**src/rtl/mmsh_pkg.sv**
```systemverilog
// Package for the multi-mode string hash: mode codes, register indexes,
// seed constants and the per-mode initial hash. No dependencies.
package mmsh_pkg;

   typedef logic [2:0] mode_type;
   typedef logic [31:0] word_type;

   // Mode register codes (6 and 7 fall back to BKDR)
   localparam mode_type MODE_BKDR = 3'd0;
   localparam mode_type MODE_DJB  = 3'd1;
   localparam mode_type MODE_SDBM = 3'd2;
   localparam mode_type MODE_RS   = 3'd3;
   localparam mode_type MODE_JS   = 3'd4;
   localparam mode_type MODE_ELF  = 3'd5;

   // Register indexes on the csr port
   localparam logic REG_MODE = 1'b0;
   localparam logic REG_BKDR = 1'b1;

   localparam word_type INIT_DJB     = 32'd5381;
   localparam word_type INIT_JS      = 32'd1315423911;
   localparam word_type RS_START     = 32'd63689;
   localparam word_type RS_STEP      = 32'd378551;
   localparam word_type ELF_TOP      = 32'hF000_0000;
   localparam word_type BKDR_DEFAULT = 32'd131;

   function automatic word_type initial_hash(input mode_type m);
      word_type h;
      unique case (m)
         MODE_DJB: begin
            h = INIT_DJB;
         end
         MODE_JS: begin
            h = INIT_JS;
         end
         default: begin
            h = '0;
         end
      endcase
      return h;
   endfunction

endpackage

```
**src/rtl/mmsh_fold.sv**
```systemverilog
// Per-byte fold of the running hash for all six modes, combinational.
// Depends on mmsh_pkg.
module mmsh_fold (
   input  mmsh_pkg::mode_type mode,
   input  mmsh_pkg::word_type bkdr_mult,
   input  mmsh_pkg::word_type hash_cur,
   input  mmsh_pkg::word_type rs_cur,
   input  logic [7:0]         char_byte,
   output mmsh_pkg::word_type hash_next,
   output mmsh_pkg::word_type rs_next
);

   mmsh_pkg::word_type c_ext;
   mmsh_pkg::word_type mul_op;
   mmsh_pkg::word_type mul_prod;
   mmsh_pkg::word_type rs_prod;
   mmsh_pkg::word_type elf_sum;
   mmsh_pkg::word_type elf_top;

   // signed char semantics
   assign c_ext = {{24{char_byte[7]}}, char_byte};

   // 32x32 multiplier shared by BKDR and RS, low word only; the RS factor step has its own multiply
   assign mul_op   = (mode == mmsh_pkg::MODE_RS) ? rs_cur : bkdr_mult;
   assign mul_prod = hash_cur * mul_op;
   assign rs_prod  = rs_cur * mmsh_pkg::RS_STEP;

   // ELF: xor/clear are no-ops when the top nibble is zero
   assign elf_sum = {hash_cur[27:0], 4'd0} + c_ext;
   assign elf_top = elf_sum & mmsh_pkg::ELF_TOP;

   always_comb begin
      rs_next = rs_cur;
      unique case (mode)
         mmsh_pkg::MODE_DJB: begin
            hash_next = hash_cur + {hash_cur[26:0], 5'd0} + c_ext;
         end
         mmsh_pkg::MODE_SDBM: begin
            hash_next = c_ext + {hash_cur[25:0], 6'd0} + {hash_cur[15:0], 16'd0} - hash_cur;
         end
         mmsh_pkg::MODE_RS: begin
            hash_next = mul_prod + c_ext;
            rs_next   = rs_prod;
         end
         mmsh_pkg::MODE_JS: begin
            hash_next = hash_cur ^ ({hash_cur[26:0], 5'd0} + c_ext + {2'd0, hash_cur[31:2]});
         end
         mmsh_pkg::MODE_ELF: begin
            hash_next = (elf_sum ^ {24'd0, elf_top[31:24]}) & ~elf_top;
         end
         default: begin
            hash_next = mul_prod + c_ext;
         end
      endcase
   end

endmodule

```
**src/rtl/multi_mode_string_hash.sv**
```systemverilog
// Multi-mode string hash: one string byte per cycle unless an end transaction waits, 31-bit hash out per string.
// Result path: an accepted end transaction passes the input stage register, then the output register (rsp_tvalid).
// Throughput: 1 transaction per cycle unless an end transaction waits; the hash loop is one 32x32 low-word multiply.
// An end transaction waits only while the result register holds an untaken hash.
// Reset (sync, active high): mode 0, multiplier 131, hash 0, RS factor 63689, empty.
// Depends on mmsh_pkg and mmsh_fold.
module multi_mode_string_hash (
   input  logic        clock,
   input  logic        reset,
   // input stream
   input  logic        req_tvalid,
   output logic        req_tready,
   input  logic [7:0]  req_tdata,   // [7:0] char_byte
   input  logic        req_tlast,   // end_of_string
   // result stream
   output logic        rsp_tvalid,
   input  logic        rsp_tready,
   output logic [31:0] rsp_tdata,   // [30:0] hash_value, [31] zero pad
   // configuration writes
   input  logic        csr_we,
   input  logic        csr_index,   // 0 mode, 1 bkdr_multiplier
   input  logic [31:0] csr_wdata
);

   // configuration registers
   mmsh_pkg::mode_type mode_ff, mode_in;
   mmsh_pkg::word_type bkdr_mult_ff, bkdr_mult_in;

   // running state
   mmsh_pkg::word_type hash_ff, hash_in;
   mmsh_pkg::word_type rs_ff, rs_in;

   // input stage
   logic       in_valid_ff, in_valid_in;
   logic [7:0] in_byte_ff, in_byte_in;
   logic       in_last_ff, in_last_in;

   // output register
   logic        out_valid_ff, out_valid_in;
   logic [30:0] out_hash_ff, out_hash_in;

   mmsh_pkg::word_type fold_hash;
   mmsh_pkg::word_type fold_rs;

   logic advance;   // input stage item is consumed this cycle
   logic adv_end;   // consumed item is an end-of-string transaction

   mmsh_fold u_fold (
      .mode      (mode_ff),
      .bkdr_mult (bkdr_mult_ff),
      .hash_cur  (hash_ff),
      .rs_cur    (rs_ff),
      .char_byte (in_byte_ff),
      .hash_next (fold_hash),
      .rs_next   (fold_rs)
   );

   // Byte transactions always advance; an end transaction needs the
   // output register free or being drained.
   assign advance = in_valid_ff && (!in_last_ff || !out_valid_ff || rsp_tready);
   assign adv_end = advance && in_last_ff;
   assign req_tready = !in_valid_ff || advance;

   assign rsp_tvalid = out_valid_ff;
   assign rsp_tdata  = {1'b0, out_hash_ff};

   always_comb begin
      mode_in      = mode_ff;
      bkdr_mult_in = bkdr_mult_ff;
      hash_in      = hash_ff;
      rs_in        = rs_ff;

      // input stage
      in_valid_in = in_valid_ff && !advance;
      in_byte_in  = in_byte_ff;
      in_last_in  = in_last_ff;
      if (req_tvalid && req_tready) begin
         in_valid_in = 1'b1;
         in_byte_in  = req_tdata;
         in_last_in  = req_tlast;
      end

      // output register
      out_valid_in = out_valid_ff && !rsp_tready;
      out_hash_in  = out_hash_ff;

      if (advance) begin
         if (in_last_ff) begin
            out_valid_in = 1'b1;
            out_hash_in  = hash_ff[30:0];
            hash_in      = mmsh_pkg::initial_hash(mode_ff);
            rs_in        = mmsh_pkg::RS_START;
         end else begin
            hash_in = fold_hash;
            rs_in   = fold_rs;
         end
      end

      // Config writes must come only while idle; the block does not enforce it. A mode write restarts the string.
      if (csr_we) begin
         unique case (csr_index)
            mmsh_pkg::REG_MODE: begin
               mode_in = csr_wdata[2:0];
               hash_in = mmsh_pkg::initial_hash(csr_wdata[2:0]);
               rs_in   = mmsh_pkg::RS_START;
            end
            mmsh_pkg::REG_BKDR: begin
               bkdr_mult_in = csr_wdata;
            end
            default: begin
               bkdr_mult_in = bkdr_mult_ff;
            end
         endcase
      end
   end

   always_ff @(posedge clock) begin
      if (reset) begin
         mode_ff      <= mmsh_pkg::MODE_BKDR;
         bkdr_mult_ff <= mmsh_pkg::BKDR_DEFAULT;
         hash_ff      <= mmsh_pkg::initial_hash(mmsh_pkg::MODE_BKDR);
         rs_ff        <= mmsh_pkg::RS_START;
         in_valid_ff  <= 1'b0;
         out_valid_ff <= 1'b0;
      end else begin
         mode_ff      <= mode_in;
         bkdr_mult_ff <= bkdr_mult_in;
         hash_ff      <= hash_in;
         rs_ff        <= rs_in;
         in_valid_ff  <= in_valid_in;
         out_valid_ff <= out_valid_in;
      end
   end

   // payload, no reset
   always_ff @(posedge clock) begin
      in_byte_ff  <= in_byte_in;
      in_last_ff  <= in_last_in;
      out_hash_ff <= out_hash_in;
   end

   // ---------------------------------------------------------------
   // Assertions
   // ---------------------------------------------------------------

   // A result only appears after an end transaction left the input stage.
   a_rsp_from_end: assert property (@(posedge clock) disable iff (reset)
      $rose(rsp_tvalid) |-> $past(adv_end))
      else $error("result raised without an end transaction");

   // After a string ends the state is back at the mode's seed.
   a_reload_on_end: assert property (@(posedge clock) disable iff (reset)
      adv_end |=> (hash_ff == mmsh_pkg::initial_hash(mode_ff)) &&
                  (rs_ff == mmsh_pkg::RS_START))
      else $error("state not reloaded after end of string");

   // A held input-stage transaction is neither lost nor overwritten.
   a_stage_hold: assert property (@(posedge clock) disable iff (reset)
      in_valid_ff && !advance |=> in_valid_ff && $stable(in_byte_ff) && $stable(in_last_ff))
      else $error("input stage dropped or overwritten");

   // A mode write restarts the RS factor.
   a_mode_write_reload: assert property (@(posedge clock) disable iff (reset)
      csr_we && (csr_index == mmsh_pkg::REG_MODE) |=> rs_ff == mmsh_pkg::RS_START)
      else $error("mode write did not reload state");

endmodule

```
**config.mk**
```make
export PLATFORM = sky130hd
export DESIGN_NAME = multi_mode_string_hash
export DESIGN_NICKNAME = d
export VERILOG_FILES = /design/src/rtl/mmsh_pkg.sv /design/src/rtl/mmsh_fold.sv /design/src/rtl/multi_mode_string_hash.sv
export SDC_FILE = /design/constraint.sdc
export NUM_CORES = 2
export LEC_CHECK = 0
export BUFFER_PORTS_ARGS = -buffer_cell sky130_fd_sc_hd__buf_2
export CAP_MARGIN = 10
export CORE_MARGIN = 4
export CORE_UTILIZATION = 30
export DETAILED_ROUTE_END_ITERATION = 8
export GPL_ROUTABILITY_DRIVEN = 0
export SLEW_MARGIN = 10
export SYNTH_ARGS = -nofsm -noshare
export SYNTH_HDL_FRONTEND = slang
export SYNTH_SLANG_ARGS = --single-unit
```
**constraint.sdc**
```tcl
create_clock -name clock -period 24.4 [get_ports clock]
set_clock_uncertainty 0.15 [all_clocks]
set_input_delay 2.44 -clock clock [delete_from_list [all_inputs] [get_ports clock]]
set_output_delay 2.44 -clock clock [all_outputs]
set_load 0.005 [all_outputs]
```
==> PnR_summary.wiki <==
{| class="wikitable"
! Metric !! Value
|-
| Count of distinct cell types in the synthesized netlist || 83
|-
| Clock tree from TritonCTS || done
|-
| Die span in y || 366 µm
|-
| Critical Path End Type || register
|-
| Total via count in the routed design || 30200
|-
| Pins over their slew limit || 0
|-
| Layout cells sized above 1 || 5.43%
|-
| Share of power burned in the clock network || 18.0%
|-
| Synthesized netlist cell count || 4307
|-
| Final net count || 5536
|-
| Count of placed standard cells in the final layout, fillers left out || 6012
|-
| Most common cell after layout, fill and taps aside || inv_1
|-
| Tightest Hold Check Type || reg2reg
|-
| Buffers inserted during post-CTS setup optimization || 0
|-
| Detail Placement HPWL || 99600 µm
|-
| Cell repeated most along the worst path || fa_1
|-
| IO Port Bufs || 79
|-
| Synth top area share || 38.2%
|-
| Post-cts sizing count || 0
|-
| Global-route wire length before repair || 190000 µm
|-
| Number of design-rule violations left by the first detailed-router iteration || 2273
|-
| Post-route antenna net violation count || 0
|-
| Switch share || 48.9%
|-
| Core Area || 0.126 mm²
|-
| Max_slew headroom || 20.5%
|-
| Hold path start || bkdr_mult_ff[8]
|-
| Number of buffers inserted for hold repair after clock tree synthesis || 0
|-
| Drc violations || 0
|-
| Aggregate global routing overflow || 0
|-
| Crit path largest cell delay || 0.78 ns
|-
| Floorplan die width || 366 µm
|-
| Max_cap viols || 0
|-
| Peak supply drop || 0.0738 mV
|-
| First drt pass iteration count || 6
|-
| Routed WL || 124000 µm
|-
| Outcome || finished, final reports clean
|-
| Fraction of power consumed by combinational cells || 66.4%
|-
| Cell accounting for the most synthesized area || fa_1
|-
| Type of the worst setup path || reg2reg
|-
| CTS clk-pin slew, worst paths || 0.08 ns
|-
| Number of synthesized flops with an enable pin || 40
|-
| Final hold violation count || 0
|-
| Worst-skew pair later-pin latency || 0.51 ns
|-
| Upper clock frequency limit || 102 MHz
|-
| Least-Margin Pin Slew || 1.19 ns
|-
| Mean cell area of the mapped netlist || 8.91 µm²
|-
| Leakage power total || 20.2 nW
|-
| Cell-internal power || 877 µW
|-
| Number of storage elements in the synthesis netlist || 141
|-
| Via count of the first global-routing pass || 31500
|-
| YS warnings || 0
|-
| Share of synthesized registers carrying an async set or reset || 0%
|-
| Maximum clock insertion buffer count || 2
|-
| Cell at the root of the clock tree || clkbuf_16
|-
| H-tree depth || 4
|-
| Data required time of the worst path || 24.65 ns
|-
| Worst setup path startpoint || mode_ff[2]
|-
| Area enclosed by the die boundary || 0.134 mm²
|-
| Clock buffer count from CTS || 17
|-
| Commonest cells after routing, fill and taps aside || 890 x inv_1, 732 x fa_1, 414 x nand2_1
|-
| Final setup violation count || 0
|-
| Portion of the clock cycle consumed by the worst path in the final layout || 40.1%
|-
| Worst R2R Start || mode_ff[2]
|-
| Launching element type of the critical path || register
|-
| Cell types occupying the most area after synthesis || fa_1 38%, ha_1 13%, inv_1 8.7%
|-
| Reg2reg setup slack || 14.60 ns
|-
| Area added between synthesis and finish || 8.25%
|-
| Dominant synthesized flop cell || dfxtp_1
|-
| Initial antenna violation count || 2
|-
| FP Rows || 130
|-
| Cell count of the worst reg-to-reg path || 30
|-
| Total power density per cell area || 41.3 mW/mm²
|-
| Crit path max-delay cell type || mux2_2
|-
| Power share of the sequential group || 15.6%
|-
| Global-route usage over all layers || 19.0%
|-
| Placed instance count || 5979
|-
| Number of I/O pins || 81
|-
| Total Neg Setup Slack || 0 ns
|-
| Peak fanout along the critical path || 56
|-
| Net Count, Synth || 5495
|-
| Netlist area before placement || 0.0384 mm²
|-
| Area taken by flip-flops and latches || 0.00322 mm²
|-
| Arrival time at the worst endpoint || 10.04 ns
|-
| FF-to-FF End || hash_ff[30]
|-
| Setup repair after global routing missed its margin || no
|-
| Number of filler instances in the final layout || 13100
|-
| Routed wirelength normalized by instance count || 20.6 µm
|-
| Portion of the post-synthesis area used by sequential elements || 8.40%
|-
| Clock Sinks || 141
|-
| Area of the multi-input gates || 0.0313 mm²
|-
| NetSw || 839 µW
|-
| Maximum number of pins on one net before global-route repair || 57
|-
| Final critical delay including setup and external delays || 9.80 ns
|-
| CP endpoint || hash_ff[30]
|-
| Ratio of routed vias to standard cells || 5.03
|-
| Initial standard-cell utilization of the core || 30.4%
|}
==> worst max-delay path: cells and delay by family, from the launching register on <==
kind	cells	cell delay, ns
mux	2	0.99
flops	1	0.75
simple gates	3	0.74
fa+ha+maj	9	4.27
buf+inv	7	0.98
compound gates	9	1.75
==> worst min-delay path by stage <==
stage,endpoint,cells past startpoint
finish,bkdr_mult_ff[8],2
global route,bkdr_mult_ff[24],2
CTS,bkdr_mult_ff[24],2
detailed placement,bkdr_mult_ff[24],2
global placement,bkdr_mult_ff[23],2
floorplan,bkdr_mult_ff[0],2
==> power by group through the flow <==
| stage | combinational [mW] | clock, mW | sequential (mW) |
|---|---|---|---|
| final | 1.14 | 0.309 | 0.267 |
| after global routing | 1.27 | 0.323 | 0.268 |
| after CTS | 1.14 | 0.315 | 0.267 |
| after detailed placement | 1.13 | 0 | 0.272 |
| after global placement | 1.11 | 0 | 0.272 |
| after floorplan | 0.805 | 0 | 0.276 |
==> layout make-up <==
type                       instances  share of cell area (%)
inverter                         901                    8.14
antenna                            1                 0.00602
timing repair buffer             151                    2.25
clock buffer                      21                    1.14
tap                             1650                    4.97
multi-input combinational       3136                    75.3
clock inverter                    11                   0.425
sequential                       141                    7.76
==> metrics by stage <==
step	instance area [µm²]	util [%]	hold slack [ns]	total power [mW]	setup slack [ns]
2_1_floorplan	38400	-	0.282	1.08	12.54
3_3_place_gp	40900	32.4	0.291	1.39	14.72
3_5_place_dp	40900	32.4	0.293	1.40	14.69
4_1_cts	41500	32.9	0.303	1.72	14.68
5_1_grt	41500	32.9	0.317	1.86	14.04
6_report	41500	32.9	0.304	1.72	14.60
==> cells in the mapped netlist (8+ instances only) <==
| master | count |
|---|---|
| a211o_1 | 8 |
| a211oi_1 | 22 |
| a21o_1 | 73 |
| a21oi_1 | 208 |
| a221oi_1 | 12 |
| a22o_1 | 13 |
| a22oi_1 | 11 |
| a31oi_1 | 26 |
| and2_1 | 75 |
| clkbuf_1 | 117 |
| clkinv_1 | 9 |
| dfxtp_1 | 101 |
| edfxtp_1 | 40 |
| fa_1 | 732 |
| ha_1 | 409 |
| inv_1 | 891 |
| mux2_2 | 18 |
| mux2i_1 | 19 |
| nand2_1 | 414 |
| nand2b_1 | 25 |
| nand3_1 | 22 |
| nand4_1 | 11 |
| nor2_1 | 368 |
| nor2b_1 | 28 |
| nor3_1 | 28 |
| o211ai_1 | 19 |
| o21a_1 | 30 |
| o21ai_0 | 133 |
| o21bai_1 | 17 |
| o22ai_1 | 20 |
| o31ai_1 | 10 |
| xnor2_1 | 190 |
| xor2_1 | 82 |
==> sequential cells by signal, summed over array words and instances, names as in the netlist, 3 cells and up <==
name	flops
bkdr_mult_ff	32
hash_ff	32
in_byte_ff	8
mode_ff	3
out_hash_ff	31
rs_ff	32
==> per-layer routing <==
layer / vias to the layer above / track usage, % / wire, µm
met1: 15200 / 23.9 / 49800
met5: - / 0 / 15
met4: 2 / 7.94 / 5410
li1: 13600 / - / -
met3: 274 / 4.32 / 9990
met2: 1147 / 31.4 / 58400
==> cell families after synthesis <==
logic type,count (synthesis),share of synthesized area (%)
and+or+nand+nor,1013,11.4
muxes,44,1.29
buffers and inverters,1030,10.2
xor gates and xnor gates,273,6.25
other,1,0.00977
DFF,141,8.40
AOI/OAI and AO/OA,664,11.0
adders and majority gates,1141,51.5
No activity file was read; power rests on OpenSTA's default activity.
